File: src/design/ivs_pkg.sv
// Shared types and constants of the indexed vector store.
package ivs_pkg;

    localparam int DEPTH_DEF     = 32;
    localparam int WORD_BITS_DEF = 32;
    localparam int IDX_W         = 6;

    typedef enum logic [3:0] {
        OP_APPEND   = 4'd0,
        OP_INSERT   = 4'd1,
        OP_REMOVE   = 4'd2,
        OP_READ     = 4'd3,
        OP_CLEAR    = 4'd4,
        OP_INC_ALL  = 4'd5,
        OP_DEC_ALL  = 4'd6,
        OP_EMIT_ADD = 4'd7,
        OP_EMIT_SUB = 4'd8,
        OP_EMIT_MUL = 4'd9,
        OP_ADD_AT   = 4'd10,
        OP_SUB_AT   = 4'd11,
        OP_MUL_AT   = 4'd12
    } opcode_t;

    typedef enum logic [1:0] {
        STS_OK    = 2'd0,
        STS_RANGE = 2'd1,
        STS_FULL  = 2'd2,
        STS_EMPTY = 2'd3
    } status_t;

    typedef enum logic [2:0] {
        CELL_HOLD,
        CELL_SHIFT_UP,
        CELL_SHIFT_DOWN,
        CELL_LOAD,
        CELL_INC,
        CELL_DEC
    } cell_op_t;

    typedef struct packed {
        cell_op_t         op;
        logic [IDX_W-1:0] addr;
    } cell_cmd_t;

    typedef enum logic [1:0] {
        ALU_ADD,
        ALU_SUB,
        ALU_MUL
    } alu_op_t;

endpackage

File: src/design/ivs_cell.sv
// One storage cell of the vector chain.
module ivs_cell #(
    parameter int WORD_BITS = ivs_pkg::WORD_BITS_DEF,
    parameter int POS       = 0
) (
    input  logic                  clk,
    input  ivs_pkg::cell_cmd_t    cmd,
    input  logic [WORD_BITS-1:0]  data,
    input  logic [WORD_BITS-1:0]  prev_word,
    input  logic [WORD_BITS-1:0]  next_word,
    output logic [WORD_BITS-1:0]  word
);
    import ivs_pkg::*;

    localparam logic [IDX_W-1:0] POS_V = IDX_W'(POS);

    logic [WORD_BITS-1:0] word_reg;
    logic [WORD_BITS-1:0] word_next;

    always_comb
    begin
        word_next = word_reg;
        unique case (cmd.op)
            CELL_HOLD:
            begin
                word_next = word_reg;
            end
            CELL_SHIFT_UP:
            begin
                if (POS_V > cmd.addr)
                begin
                    word_next = prev_word;
                end
                else if (POS_V == cmd.addr)
                begin
                    word_next = data;
                end
            end
            CELL_SHIFT_DOWN:
            begin
                if (POS_V >= cmd.addr)
                begin
                    word_next = next_word;
                end
            end
            CELL_LOAD:
            begin
                if (POS_V == cmd.addr)
                begin
                    word_next = data;
                end
            end
            CELL_INC:
            begin
                word_next = word_reg + WORD_BITS'(1);
            end
            CELL_DEC:
            begin
                word_next = word_reg - WORD_BITS'(1);
            end
            default:
            begin
                word_next = word_reg;
            end
        endcase
    end

    always_ff @(posedge clk)
    begin
        word_reg <= word_next;
    end

    assign word = word_reg;

endmodule

File: config.mk
export PLATFORM = sky130hd
export DESIGN_NAME = ivs_cell
export DESIGN_NICKNAME = d
export VERILOG_FILES = /design/src/design/ivs_pkg.sv /design/src/design/ivs_cell.sv
export SDC_FILE = /design/constraint.sdc
export NUM_CORES = 1
export LEC_CHECK = 0
export ABC_AREA = 1
export BUFFER_PORTS_ARGS = -buffer_cell sky130_fd_sc_hd__buf_2
export CORE_MARGIN = 2
export CORE_UTILIZATION = 55
export CTS_BUF_LIST = sky130_fd_sc_hd__clkbuf_4 sky130_fd_sc_hd__clkbuf_8
export DETAILED_ROUTE_END_ITERATION = 16
export PLACE_DENSITY_LB_ADDON = 0.05
export SETUP_SLACK_MARGIN = 0.05
export SLEW_MARGIN = 20
export SYNTH_ARGS = -nofsm -noshare
export SYNTH_HDL_FRONTEND = slang
export SYNTH_SLANG_ARGS = --single-unit
File: constraint.sdc
create_clock -name clk -period 4.3 [get_ports clk]
set_input_delay 0.43 -clock clk [delete_from_list [all_inputs] [get_ports clk]]
set_output_delay 0.43 -clock clk [all_outputs]
set_load 0.005 [all_outputs]
Word-level counts from Yosys, hierarchy flattened
Index checks and enable logic that the tools add are counted.
{ "totals": {"ff_bits": 32, "inputBits": 106, "out_inout_bits": 32, "elab_cells": 18} }
{ "classes": {"addsub": 2, "order_cmp": 2, "n_eq_ne": 6, "n_mux": 4, "n_reduce_logical": 3} }
{ "ops": {"columns": ["operator", "n"], "rows": [
  ["32-bit one-hot mux with 5 select lines", 1],
  ["32-bit 2-to-1 mux", 3],
  ["32-bit by 1-bit adder with 32-bit output (second input constant)", 1],
  ["32-bit by 1-bit subtractor with 32-bit output (second input constant)", 1],
  ["3-bit by 2-bit equality test with 1-bit output (second input constant)", 2],
  ["3-bit equality test (second input constant)", 2],
  ["1-bit by 6-bit greater-or-equal comparator with 1-bit output (first input constant)", 1],
  ["1-bit by 6-bit greater-than comparator with 1-bit output (first input constant)", 1],
  ["6-bit zero test", 1],
  ["5-bit nonzero test", 1],
  ["3-bit by 1-bit equality test with 1-bit output (second input constant)", 1],
  ["2-bit != test (second input constant)", 1],
  ["2-bit AND reduction", 1]
]} }

Longest topological paths before layout
{ "depth": {"depth_word": 4, "ltp_mapped": 18, "mapped_depth_nobuf": 17} }

Worst setup path before layout
No wires, ideal clock.
{ "synth_path": {"kind": "input port to flip-flop", "startpoint": "input port cmd[2] in the netlist's numbering", "endpoint": "register word_reg[0] (netlist: word[0]), enable pin", "setup_ns": 0.436, "arrival_ns": 2.898, "t_required_ns": 3.864, "setup_slack_ns": 0.966, "cell_stages": 6, "path_buffers": 3, "path_cell_list": "nor2_1 nand3_1 clkbuf_1 clkbuf_1 clkbuf_1 o221ai_1"} }
{ "synth_between": {"elab_chain_len": 3} }
{ "synth_rtl": {"columns": ["item", "line", "text"], "rows": [
  ["start: declaration", "ivs_cell.sv:7", "input ivs_pkg::cell_cmd_t cmd,"],
  ["1-bit by 6-bit greater-or-equal comparator with 1-bit output", "ivs_cell.sv:41", "if (POS_V >= cmd.addr)"],
  ["2-bit != test (no line)", null, null],
  ["2-bit AND reduction (no line)", null, null],
  ["end signal: assignment", "ivs_cell.sv:70", "word_reg <= word_next;"],
  ["end: declaration", "ivs_cell.sv:17", "logic [WORD_BITS-1:0] word_reg;"]
]} }
No other way between the ends.
A chain may end at the register's enable or synchronous reset.

Final worst setup path
{ "layout_path": {"startpoint": "input port cmd[7] in the netlist's numbering", "endpoint": "register word_reg[30] (netlist: word[30]) (data pin)"} }
{ "layout_between": {"elab_chain_len": 2, "word_cells_on_any_way": 6, "cone_classes": "eq/ne: 5; mux: 1"} }
{ "layout_rtl": {"columns": ["item", "line", "text"], "rows": [
  ["3-bit equality test, or another cell as far along", "ivs_cell.sv:23", "unique case (cmd.op)"],
  ["32-bit one-hot mux with 5 select lines (*)", "ivs_cell.sv:23", null],
  ["named net word_next[30]", "ivs_cell.sv:18", "logic [WORD_BITS-1:0] word_next;"]
]} }
The timed path passes the listed nets; every way through them passes the cells marked *.

==> results.cfg <==
[run_status]
status = complete, no violations

[cells_and_area]
syn_to_final_growth_pct = 14.2
drive_gt1_share_pct = 22.5
fill_cells = 812
largest_reg_flops = 32
diodes = 0
finalNetCount = 950
regArea_um2 = 961
multi_input_area_um2 = 3100

[timing]
worst_pin_slew_ns = 0.859
finalSetupViolations = 0
skew_ns = 0.00906
final_hold_viol_count = 0
max_slew_margin_pct = 42.4
finalCritPeriodShare_pct = 71.6
rsz0062_at_grt = false
setup_tns_ns = 0
max_freq_mhz = 325
finalCriticalPeriod_ns = 3.08
slew_viol_final = 0
fin_ws_ns = 1.22

[critical_path]
crit_path_max_fanout = 40
cp_slowest_cell = nand3_4
worstSetupEndpointType = flop
crit_type = in2reg
cp_common_cell = nand2_1
startpoint_type = input pin
cp.arrival_ns = 3.24
path_cells = buf_2, inv_1, nand3_4, inv_4, ha_1, inv_1, o21bai_1, a21oi_1, nand2_1, a21oi_1, nand2_1, nand2_1, nand3_1, a21oi_2
crit_required_ns = 4.46
cp_slowest_stage_delay_ns = 0.52

[synthesis]
seq_area_frac_synth_pct = 20.7
yosys_warnings = 0
async_reset_ff_share_pct = 0
ys_seq_elements = 32
yosys-top-cells-area = edfxtp_1 21%, nand2_1 19%, inv_1 8.0%
synth_cells = 749
syn_area_per_cell_um2 = 6.19
synth_area_um2 = 4640
synth_fp_nets = 859
synth_edf_count = 32
yosysUniqueCellTypes = 44
synthFlopType = edfxtp_1
synth_top_area_share_pct = 20.7
yosysTopAreaCell = edfxtp_1

[clock_network]
postCtsHoldBufs = 0
clk_latency_ns = 0.30
cts_tree = built
cts_resized = 0
cts.sinks = 32
numCtsBuffers = 5
htree_num_levels = 2
cts.path.max_buffers = 2
cts.clk_slew.worst_paths_ns = 0.09
root_buffer = clkbuf_8
post_cts_buffers = 0

[floorplanning]
pin_count = 138
num_rows = 33
initial_core_util_pct = 56.7
core_um2 = 8180
fp.dieH_um = 95.8
fp.dieArea_um2 = 9180
die_w_um = 95.8

[detailed_routing]
drt_wl_total_um = 15600
drt_iter0_drc = 500
ant_nets = 0
wl_per_cell_um = 16.4
first_pass_iters = 6
vias = 5504
vias_per_cell = 5.82
drc_errors = 0

[placement]
portBuffers = 105
routabilityCongestion = 0.972
hpwlAfterDp_um = 12200
place_ws_ns = 1.01

[global_route]
grt_max_degree = 41
antenna_found_initial = 0
grt_overflow = 0
grt_pass1_wl_um = 24800
grt_pass1_vias = 4983
grt_use_total_pct = 35.0

[run]
cap_violations = 0

[hold_path]
hp-class = in2reg

[pwr]
ir_worst_vdd_uv = 188
power_leakage_nw = 2.69
power_density_nw_per_um2 = 248
-- where the power goes --
group	internal, mW	total [mW]	leakage, nW	switching (mW)
Sequential	0.397	0.430	0.315	0.0325
Clock	0.122	0.260	0.0448	0.139
Combinational	0.215	0.624	2.33	0.410
-- per-layer routing --
layer  part of all wire (%)  global-route usage [%]  vias up
li1                       -                       -     2668
met1                     45                    52.5     2519
met5                      0                       0        -
met4                    1.1                    7.62        0
met3                     11                    6.42       18
met2                     43                    52.2      299
-- layout make-up --
class | instances | area share (%)
clock buffer | 6 | 1.44
clock inverter | 2 | 0.307
inverter | 107 | 7.63
multi-input combinational | 581 | 58.6
sequential | 32 | 18.1
tap | 105 | 2.48
timing repair buffer | 113 | 11.4
-- per-stage QoR --
stage | hold slack, ns | cell area [µm²] | std cells | util, % | total power [mW]
5_1_grt | 0.487 | 5300 | 946 | 64.8 | 1.39
3_5_place_dp | 0.724 | 5200 | 938 | 63.6 | 1.04
2_1_floorplan | 0.653 | 4640 | 749 | - | 0.854
6_report | 0.448 | 5300 | 946 | 64.8 | 1.31
4_1_cts | 0.441 | 5300 | 946 | 64.8 | 1.30
3_3_place_gp | 0.706 | 5170 | 937 | 63.3 | 1.03
-- worst max-delay path: cells and delay by family --
kind | cells | cell delay [ns]
compound gates | 4 | 0.63
simple gates | 5 | 0.87
fa+ha+maj | 1 | 0.31
buf+inv | 4 | 0.97
-- worst paths after layout --
kind | startpoint | to | slack, ns | cells after the start
setup / recovery | cmd[7] | word[30] | 1.22 | 14
hold / removal | data[6] | word[6] | 0.45 | 3
setup reg to reg | word[1] | word[28] | 1.98 | 14
hold reg to reg | word[2] | word[2] | 0.76 | 2
-- cell families after synthesis --
| logic type | Yosys count | share of synthesized area (%) |
|---|---|---|
| adder cells (fa/ha/maj) | 4 | 1.08 |
| AO/OA/AOI/OAI | 150 | 21.4 |
| flip-flops | 32 | 20.7 |
| buffers and inverters | 136 | 12.9 |
| XOR/XNOR | 11 | 2.89 |
| AND/OR/NAND/NOR | 416 | 41.1 |
-- cell usage after synthesis, drive strengths merged, types with 5 or more instances --
cell      n
nand2   263
inv     105
nor2     80
nand3    53
a21oi    50
o21ai    41
edfxtp   32
a41oi    17
buf      17
a221o    16
clkbuf   12
xor2     11
nand4     9
o21bai    7
nor3      6
a31oi     5
a41o      5
-- cells in the final DEF, fill, tap and decap left out, types with 2 or more instances in the layout --
master	instances
a21oi_1	47
buf_2	105
inv_1	99
o21ai_0	40
nor3_2	6
nand2_1	236
clkbuf_8	5
a221o_1	16
nor2_4	5
xor2_1	6
a21oi_2	3
nand2_4	7
o211ai_1	3
nand3b_1	2
nor2_2	9
inv_2	5
o21bai_1	6
buf_4	7
nand2_2	19
a41oi_1	17
xor2_2	5
nand4_1	9
nor2_1	65
clkinv_1	2
a22oi_1	2
or2_2	2
a31oi_1	5
nand3_1	52
a41o_1	5
edfxtp_1	32
ha_1	4
Power figures use the tool's default switching activity.
