`src/design/ivs_pkg.sv`:
```
// Shared types and constants of the indexed vector store.
package ivs_pkg;

    localparam int DEPTH_DEF     = 32;
    localparam int WORD_BITS_DEF = 32;
    localparam int IDX_W         = 6;

    typedef enum logic [3:0] {
        OP_APPEND   = 4'd0,
        OP_INSERT   = 4'd1,
        OP_REMOVE   = 4'd2,
        OP_READ     = 4'd3,
        OP_CLEAR    = 4'd4,
        OP_INC_ALL  = 4'd5,
        OP_DEC_ALL  = 4'd6,
        OP_EMIT_ADD = 4'd7,
        OP_EMIT_SUB = 4'd8,
        OP_EMIT_MUL = 4'd9,
        OP_ADD_AT   = 4'd10,
        OP_SUB_AT   = 4'd11,
        OP_MUL_AT   = 4'd12
    } opcode_t;

    typedef enum logic [1:0] {
        STS_OK    = 2'd0,
        STS_RANGE = 2'd1,
        STS_FULL  = 2'd2,
        STS_EMPTY = 2'd3
    } status_t;

    typedef enum logic [2:0] {
        CELL_HOLD,
        CELL_SHIFT_UP,
        CELL_SHIFT_DOWN,
        CELL_LOAD,
        CELL_INC,
        CELL_DEC
    } cell_op_t;

    typedef struct packed {
        cell_op_t         op;
        logic [IDX_W-1:0] addr;
    } cell_cmd_t;

    typedef enum logic [1:0] {
        ALU_ADD,
        ALU_SUB,
        ALU_MUL
    } alu_op_t;

endpackage

```
`src/design/ivs_alu.sv`:
```
// Two-stage add, subtract and split-multiply unit.
module ivs_alu #(
    parameter int WORD_BITS = ivs_pkg::WORD_BITS_DEF
) (
    input  logic                  clk,
    input  ivs_pkg::alu_op_t      op,
    input  logic [WORD_BITS-1:0]  a,
    input  logic [WORD_BITS-1:0]  b,
    output logic [WORD_BITS-1:0]  result
);
    import ivs_pkg::*;

    localparam int H = (WORD_BITS + 1) / 2;
    localparam int L = WORD_BITS - H;

    logic [H-1:0]         a_lo;
    logic [H-1:0]         b_lo;
    logic [L-1:0]         a_hi;
    logic [L-1:0]         b_hi;
    logic [2*H-1:0]       ll_next;
    logic [WORD_BITS-1:0] lh_prod;
    logic [WORD_BITS-1:0] hl_prod;
    logic [L-1:0]         cross_next;
    logic [WORD_BITS-1:0] sum_next;

    alu_op_t              op_reg;
    logic [WORD_BITS-1:0] sum_reg;
    logic [2*H-1:0]       ll_reg;
    logic [L-1:0]         cross_reg;
    logic [WORD_BITS-1:0] result_reg;
    logic [WORD_BITS-1:0] result_next;

    assign a_lo       = a[H-1:0];
    assign b_lo       = b[H-1:0];
    assign a_hi       = a[WORD_BITS-1:H];
    assign b_hi       = b[WORD_BITS-1:H];
    assign ll_next    = (2*H)'(a_lo) * (2*H)'(b_lo);
    assign lh_prod    = WORD_BITS'(a_lo) * WORD_BITS'(b_hi);
    assign hl_prod    = WORD_BITS'(a_hi) * WORD_BITS'(b_lo);
    assign cross_next = lh_prod[L-1:0] + hl_prod[L-1:0];
    assign sum_next   = (op == ALU_SUB) ? (a - b) : (a + b);

    always_comb
    begin
        if (op_reg == ALU_MUL)
        begin
            result_next = ll_reg[WORD_BITS-1:0] + {cross_reg, {H{1'b0}}};
        end
        else
        begin
            result_next = sum_reg;
        end
    end

    always_ff @(posedge clk)
    begin
        op_reg     <= op;
        sum_reg    <= sum_next;
        ll_reg     <= ll_next;
        cross_reg  <= cross_next;
        result_reg <= result_next;
    end

    assign result = result_reg;

endmodule

```
`config.mk`:
```
export PLATFORM = sky130hd
export DESIGN_NAME = ivs_alu
export DESIGN_NICKNAME = d
export VERILOG_FILES = /design/src/design/ivs_pkg.sv /design/src/design/ivs_alu.sv
export SDC_FILE = /design/constraint.sdc
export NUM_CORES = 1
export LEC_CHECK = 0
export ABC_AREA = 1
export ABC_CLOCK_PERIOD_IN_PS = 7400
export BUFFER_PORTS_ARGS = -buffer_cell sky130_fd_sc_hd__buf_2
export CORE_UTILIZATION = 45
export DETAILED_ROUTE_END_ITERATION = 12
export SLEW_MARGIN = 25
export SYNTH_ARGS = -nofsm -noshare
export SYNTH_HDL_FRONTEND = slang
export SYNTH_SLANG_ARGS = --single-unit
```
`constraint.sdc`:
```
create_clock -name clk -period 7.4 [get_ports clk]
set_input_delay 0.74 -clock clk [delete_from_list [all_inputs] [get_ports clk]]
set_output_delay 0.74 -clock clk [all_outputs]
set_load 0.02 [all_outputs]
```
### Yosys cells after proc, flatten, opt, wreduce, memory -nomap -nowiden

Index checks and enable logic that the tools add are counted.

| word-level totals | value |
|---|---|
| register bits | 114 |
| bits of input ports | 67 |
| logic and storage cells | 16 |

| cells by class | value |
|---|---|
| add/subtract/negate cells | 4 |
| $mul | 3 |
| equality and inequality tests | 2 |
| muxes and demuxes | 2 |

Operator list:

| operator | number |
|---|---|
| $add A32 B32 Y32 | 2 |
| $mux W32 | 2 |
| $mul A16 B16 Y16 | 2 |
| $mul A16 B16 Y32 | 1 |
| $sub A32 B32 Y32 | 1 |
| $add A16 B16 Y16 | 1 |
| $eq A2 B1 Y1 const B | 1 |
| $eq A2 B2 Y1 const B | 1 |

### Logic depth before layout (Yosys ltp)

Gate-level depths: netlist of the first run.

| depth | value |
|---|---|
| depth after elaboration | 2 |
| mapped depth | 31 |
| depth with buffers taken out | 29 |

### Worst setup path after synthesis of the first run

No wires, ideal clock.

| path | value |
|---|---|
| path kind | input to register |
| start | input b[19] |
| end | register cross_reg[15] |
| setup time | 0.112 ns |
| arrival | 6.410 ns |
| required time | 7.288 ns |
| setup slack | 0.878 ns |
| stages on the path | 27 |
| buffers on the path | 2 |
| cell sequence | buf_2 -> clkbuf_1 -> nand2_1 -> inv_1 -> fa_1 -> inv_1 -> fa_1 -> fa_1 -> fa_1 -> inv_1 -> fa_1 -> fa_1 -> fa_1 -> fa_1 -> ha_1 -> a21oi_1 -> o21ai_0 -> a21oi_1 -> o21ai_0 -> nand2_1 -> inv_1 -> nor2_1 -> nor2_1 -> nor2_1 -> inv_1 -> nand3_1 -> nand2_1 |

| on the way | value |
|---|---|
| longest elaborated chain between the ends | 2 |

Ends and longest elaborated chain:

| item | line | RTL |
|---|---|---|
| from (decl) | ivs_alu.sv:8 | `input logic [WORD_BITS-1:0] b,` |
| $mul A16 B16 Y16 | ivs_alu.sv:38 | `assign lh_prod = WORD_BITS'(a_lo) * WORD_BITS'(b_hi);` |
| $add A16 B16 Y16 | ivs_alu.sv:40 | `assign cross_next = lh_prod[L-1:0] + hl_prod[L-1:0];` |
| via cross_next[15] | ivs_alu.sv:23 | `logic [L-1:0] cross_next;` |
| to (signal assigned) | ivs_alu.sv:60 | `cross_reg <= cross_next;` |
| to (decl) | ivs_alu.sv:29 | `logic [L-1:0] cross_reg;` |

The timed path passes the listed nets, and every way through them passes these cells.

### Final worst setup path of the first run

| path | value |
|---|---|
| start | input a[7] |
| end | register ll_reg[24] |

| on the way | value |
|---|---|
| longest elaborated chain between the ends | 1 |

Ends and longest elaborated chain:

| item | line | RTL |
|---|---|---|
| from (decl) | ivs_alu.sv:7 | `input logic [WORD_BITS-1:0] a,` |
| $mul A16 B16 Y32 | ivs_alu.sv:37 | `assign ll_next = (2*H)'(a_lo) * (2*H)'(b_lo);` |
| via ll_next[24] | ivs_alu.sv:20 | `logic [2*H-1:0] ll_next;` |
| to (signal assigned) | ivs_alu.sv:59 | `ll_reg <= ll_next;` |
| to (decl) | ivs_alu.sv:28 | `logic [2*H-1:0] ll_reg;` |

The timed path passes the listed nets, and every way through them passes these cells.

==> results of run 1 <==
[Yosys cell counts (2+ instances only)]
cell                        instances
sky130_fd_sc_hd__inv_1            852
sky130_fd_sc_hd__nand2_1          818
sky130_fd_sc_hd__fa_1             380
sky130_fd_sc_hd__ha_1             243
sky130_fd_sc_hd__dfxtp_1          114
sky130_fd_sc_hd__a21oi_1          108
sky130_fd_sc_hd__nor2_1            91
sky130_fd_sc_hd__xor2_1            83
sky130_fd_sc_hd__clkbuf_1          76
sky130_fd_sc_hd__nand3_1           62
sky130_fd_sc_hd__o21ai_0           60
sky130_fd_sc_hd__xnor2_1           53
sky130_fd_sc_hd__buf_1             23
sky130_fd_sc_hd__buf_2             19
sky130_fd_sc_hd__nor3_1            15
sky130_fd_sc_hd__o21bai_1           7
sky130_fd_sc_hd__a21o_1             6
sky130_fd_sc_hd__nand4_1            6
sky130_fd_sc_hd__o211ai_1           6
sky130_fd_sc_hd__o21a_1             6
sky130_fd_sc_hd__or2_2              5
sky130_fd_sc_hd__a31oi_1            4
sky130_fd_sc_hd__nand2_2            4
sky130_fd_sc_hd__nand3b_1           4
sky130_fd_sc_hd__a211oi_1           3
sky130_fd_sc_hd__nor2_4             3
sky130_fd_sc_hd__nor4_1             3
sky130_fd_sc_hd__o21ai_1            3
sky130_fd_sc_hd__o31ai_1            3
sky130_fd_sc_hd__and2_1             2
sky130_fd_sc_hd__buf_4              2
sky130_fd_sc_hd__buf_6              2
sky130_fd_sc_hd__nor2_2             2
sky130_fd_sc_hd__o2111ai_1          2
sky130_fd_sc_hd__o21ai_2            2
[cell usage in the layout (no fill, tap or decap), drive strengths merged, types with 16 or more instances in the layout]
cell,count
nand3,63
nand2,822
nor3,16
buf,132
xor2,83
dfxtp,114
a21oi,108
inv,855
nor2,96
xnor2,53
o21ai,65
ha,243
fa,380
clkbuf,19
[per-layer routing]
metal	GRT usage, %	vias up
met3	5.13	102
met5	0	-
met1	38.7	9309
met4	7.36	2
li1	-	8978
met2	43.5	702
[area by class of cell]
cell class / count / area, sq um
fill: 4999 / 25600
multi-input combinational: 1994 / 17100
inverter: 853 / 3200
sequential: 114 / 2280
tap: 672 / 841
timing repair buffer: 132 / 758
clock buffer: 19 / 443
clock inverter: 12 / 110
antenna: 5 / 12.5
[logic make-up after synthesis]
group	after synthesis	synth area share, %
AOI/OAI and AO/OA	214	5.12
adders and majority gates	623	46.1
buffers and inverters	975	16.1
DFF	114	9.89
xor gates and xnor gates	136	5.16
and+or+nand+nor	1021	17.6
[per-stage QoR]
stage / setup WS [ns] / hold WS, ns / cells
6_report: 0.876 / 0.418 / 3801
2_1_floorplan: 0.878 / 0.396 / 3083
3_3_place_gp: 0.548 / 0.406 / 3765
3_5_place_dp: 0.506 / 0.406 / 3765
5_1_grt: 0.603 / 0.423 / 3797
4_1_cts: 0.944 / 0.418 / 3796
[worst register-to-register path: stages (launching register included)]
cell and delay [ns]:
sky130_fd_sc_hd__dfxtp_1 0.32, sky130_fd_sc_hd__ha_1 0.14, sky130_fd_sc_hd__inv_1 0.06, sky130_fd_sc_hd__fa_1 0.36
sky130_fd_sc_hd__inv_1 0.09, sky130_fd_sc_hd__a21oi_1 0.06, sky130_fd_sc_hd__o21ai_0 0.46, sky130_fd_sc_hd__nand4_1 0.17
sky130_fd_sc_hd__nand3_1 0.20, sky130_fd_sc_hd__a21oi_1 0.10, sky130_fd_sc_hd__o21bai_1 0.15, sky130_fd_sc_hd__or2_2 0.13
sky130_fd_sc_hd__nand3_1 0.10, sky130_fd_sc_hd__nand2_1 0.08
[worst max path at each step]
stage               endpoint  slack (ns)
2_1_floorplan  cross_reg[15]        0.88
3_3_place_gp   cross_reg[15]        0.55
3_5_place_dp   cross_reg[15]        0.51
4_1_cts           ll_reg[24]        0.94
5_1_grt        cross_reg[15]        0.60
6_report          ll_reg[24]        0.88
==> flow_summary.ini, run 1 <==
[outcome]
run_status = finished clean

[critical_path]
end_of_the_worst_register_to_register_path = result[30]
cp_common_cell = sky130_fd_sc_hd__fa_1
critical_path_buf_inv_count = 8
worstSetupPathDepth = 23
setup_slack_of_the_worst_register_to_register_path_ns = 4.91
criticalPathCategory = input pin to register
crit_start_category = input pin
timing.reg2reg.worst_path_depth = 13
path_delay_family = adder cells
critical_path_peak_fanout = 14
arrival_ns = 6.90
timing.critical_path.required_ns = 7.78
crit_chain = buf_2, buf_4, nand2_1, fa_1, inv_1, fa_1, inv_1, fa_1, inv_1, fa_1, fa_1, inv_1, fa_1, inv_1, ha_1, nand2_1, nor4_1, nand4_1, nand3_1, nand2_1, o211ai_1, xor2_1, buf_4
cp-startpoint = a[7]
critical_path.slowest_cell = sky130_fd_sc_hd__fa_1
reg2reg_from = ll_reg[16]
slowest_delay_ns = 0.57
crit_path_end_kind = register

[die]
fp.dieH_um = 228
io-pin-count = 99
total_die_area_sq_um = 52200
die_width_um = 228
start_util_pct = 45.8
core_area_sq_um = 50400
placement_rows = 82

[clocking]
post_cts_gate_resize_count = 0
clkSinkCount = 114
clock_latency_ns = 0.45
clock_tree_from_tritoncts = done
clkTransAtPathRegs_ns = 0.06
post_cts_buffers = 0
clock_tree.buffer_depth = 2
htree_num_levels = 4
holdBufCountCts = 0
num_cts_buffers = 17
buffer_type_at_the_clock_tree_root = sky130_fd_sc_hd__clkbuf_16

[synthesis]
synthesis.area_per_instance_sq_um = 7.48
synth_top_cell_area_share_pct = 33.0
synth_flop_cell = sky130_fd_sc_hd__dfxtp_1
synth_cell_type_count = 46
ys_async_sr_fraction_pct = 0
synth_seq_area_share_pct = 9.89
yosys_warnings = 0
syn-instance-count = 3083
ys_seq_elements = 114
combined_area_of_all_synthesized_cells_sq_um = 23100
postSynthNetCount = 3773
synth_top_cells_by_area = sky130_fd_sc_hd__fa_1, sky130_fd_sc_hd__inv_1, sky130_fd_sc_hd__nand2_1
synth-edff-count = 0
synthDominantAreaCellType = sky130_fd_sc_hd__fa_1

[place]
port_buf_inserts = 98
routabilityCongestion = 0.919
dp_hpwl_um = 58000
placement.cell_area_sq_um = 24200

[final_layout]
flow.area_growth_from_synthesis_pct = 7.20
fin_util_pct = 49.1
fin_area_sq_um = 24700
final_net_count = 3802
final_layout_size_suffix_gt1_share_pct = 5.89

[hold_path]
hold_worst_path_end = result[0]
worstHoldPathType = register to register
hold_start = sum_reg[0]
whs_path_depth = 2

[route]
dr_wl_met3_um = 5960
drt-total-wl_um = 70100
drt_iter0_markers = 1500
postRouteAntennaNets = 0
vias = 19093
viasPerCell = 5.02
wl_met1_um = 31300
drc_errors = 0
topRoutingLayerUsed = met5
met2RoutedLength_um = 31300
post_drt_wl_per_cell_um = 18.4
drt_first_pass_iters = 6

[sta]
rsz0062_at_grt = no
final_min_period_over_clock_period_pct = 88.2
timing.slew.headroom_pct = 43.7
count_of_endpoints_failing_hold_in_the_final_timing_report = 0
final.setup.tns_ns = 0
total_setup_violations_reported_at_the_end_of_the_flow = 0
skew_ns = 0.0289
fmax_mhz = 153
post-route-min-period_ns = 6.52
max_slew.worst_pin.slew_ns = 0.844
timing_max_transition_violations_final = 0

[grt]
grt_antenna_before_repair = 10
grt_first_pass_wirelength_um = 110000
first_global_vias = 19725
grt_start_max_net_pins = 43
global_route.overflow_total = 0
global_route.usage.total_pct = 27.6

[job]
max_cap_violations = 0
Power of run 1 is not shown: default switching activity piles up to over one toggle a cycle in this logic, so the estimate is an artifact.
==> run 2, diff against run 1 <==
- CORE_ASPECT_RATIO: not set -> 1.2
==> run 2 against run 1 <==
Against the previous run: core utilization rose by 0.053 points; register-to-register slack got worse by 0.07 ns; non-clock buffer count rose by 3; sequential share of layout area barely moved; final cell count fell by 0.79%; count of clock-buffer cells in the layout fell by 2; die area barely moved; routed wire length rose by 1.1%; fmax fell by 0.23%; critical path type unchanged; highest routed layer unchanged.
==> flow_summary.ini, run 2 (same netlist as run 1, synthesis figures left out) <==
[sta]
final.setup.tns_ns = 0
worst_slack_ns = 0.861
post-route-min-period_ns = 6.54
rsz0062_at_grt = no
fmax_mhz = 153
count_of_endpoints_failing_hold_in_the_final_timing_report = 0
timing_max_transition_violations_final = 0
final_min_period_over_clock_period_pct = 88.4
worst_hold_margin_ns = 0.418
timing.slew.headroom_pct = 39.2
max_slew.worst_pin.slew_ns = 0.911
total_setup_violations_reported_at_the_end_of_the_flow = 0
skew_ns = 0.0179

[critical_path]
arrival_ns = 6.83
critical_path.slowest_cell = sky130_fd_sc_hd__fa_1
critical_path_buf_inv_count = 7
crit_chain = buf_2, buf_4, nand2_1, fa_1, inv_1, fa_1, inv_1, fa_1, inv_1, fa_1, fa_1, inv_1, fa_1, inv_1, ha_1, nand2_1, nor4_1, nand4_1, nand3_1, nand2_1, o211ai_1, a21oi_1, xor2_1
cp_common_cell = sky130_fd_sc_hd__fa_1
timing.critical_path.required_ns = 7.69
slowest_delay_ns = 0.53
criticalPathCategory = input pin to register
crit_path_end_kind = register
critical_path_peak_fanout = 15
path_delay_family = adder cells
crit_start_category = input pin

[route]
drt-total-wl_um = 70900
drt_first_pass_iters = 9
vias = 19234
postRouteAntennaNets = 0
drt_iter0_markers = 1335
post_drt_wl_per_cell_um = 18.8
drc_errors = 0
viasPerCell = 5.10

[die]
start_util_pct = 45.7
die_width_um = 209
core_area_sq_um = 50400
total_die_area_sq_um = 52200
io-pin-count = 99
fp.dieH_um = 250
placement_rows = 90

[place]
dp_hpwl_um = 57400
detailedPlace.worstSlack_ns = 0.469
port_buf_inserts = 98
routabilityCongestion = 0.938

[final_layout]
fin_util_pct = 49.1
commonest_non_fill_non_tap_cells_in_the_layout = sky130_fd_sc_hd__inv_1, sky130_fd_sc_hd__nand2_1, sky130_fd_sc_hd__fa_1, sky130_fd_sc_hd__ha_1, sky130_fd_sc_hd__dfxtp_1
final_net_count = 3805
antennaDiodeCount = 0
layout_commonest_cell = sky130_fd_sc_hd__inv_1
final_layout_size_suffix_gt1_share_pct = 5.98
flow.area_growth_from_synthesis_pct = 7.47

[clocking]
post_cts_gate_resize_count = 0
post_cts_buffers = 0
clkTransAtPathRegs_ns = 0.06
buffer_type_at_the_clock_tree_root = sky130_fd_sc_hd__clkbuf_16
clock_tree.buffer_depth = 2
clock_latency_ns = 0.45
clock_tree_from_tritoncts = done
clkSinkCount = 114
holdBufCountCts = 0
num_cts_buffers = 17
htree_num_levels = 4

[grt]
grt_start_max_net_pins = 31
grt_first_pass_wirelength_um = 112000
grt_antenna_before_repair = 3
global_route.usage.total_pct = 28.2
global_route.overflow_total = 0
first_global_vias = 20139

[hold_path]
worstHoldPathType = register to register

[job]
max_cap_violations = 0

[outcome]
run_status = finished clean
==> run 2: cell count changes in the layout (fill, tap and decap cells not counted), sizes merged <==
cell / change
bufinv: +4
inv: +1
clkinvlp: -3
clkbuf: -2
diode: -5
buf: +3
==> run 2: worst paths after layout <==
path	start	endpoint	slack (ns)	cells after the start
hold / removal	sum_reg[0]	result[0]	0.42	2
setup reg to reg	ll_reg[16]	result[30]	4.84	13
hold reg to reg	sum_reg[0]	result[0]	0.42	2
setup / recovery	a[5]	ll_reg[30]	0.86	23
==> run 2: worst reg2reg max path, stage by stage, from the launching register on <==
cell                       delay (ns)
sky130_fd_sc_hd__dfxtp_1         0.36
sky130_fd_sc_hd__ha_1            0.16
sky130_fd_sc_hd__inv_1           0.07
sky130_fd_sc_hd__fa_1            0.37
sky130_fd_sc_hd__inv_1           0.09
sky130_fd_sc_hd__a21oi_1         0.09
sky130_fd_sc_hd__o21ai_0         0.53
sky130_fd_sc_hd__nand4_1         0.17
sky130_fd_sc_hd__nand3_1         0.17
sky130_fd_sc_hd__a21oi_1         0.08
sky130_fd_sc_hd__o21bai_1        0.15
sky130_fd_sc_hd__nand2_1         0.08
sky130_fd_sc_hd__nand3_1         0.08
sky130_fd_sc_hd__nand2_1         0.05
==> run 2: area by class of cell <==
class,count,area (sq um)
Clock buffer,17,425
Clock inverter,14,228
Fill cell,4983,25700
Inverter,853,3200
Multi-Input combinational cell,1994,17100
Sequential cell,114,2280
Tap cell,644,806
Timing Repair Buffer,135,768
==> run 2: stage by stage <==
step / std cells / area [sq um]
2_1_floorplan: 3083 / 23100
3_3_place_gp: 3740 / 24100
3_5_place_dp: 3740 / 24100
4_1_cts: 3771 / 24800
5_1_grt: 3771 / 24800
6_report: 3771 / 24800
==> run 2: metal layers <==
metal  global-route usage, %  vias to the layer above  share of wire (%)
met3                    3.49                      137                6.7
li1                        -                     8972                  -
met1                    35.3                     9442                 40
met5                       0                        -              0.058
met2                    48.7                      677                 49
met4                    11.9                        6                4.3
Power of run 2 is left out for the same reason.
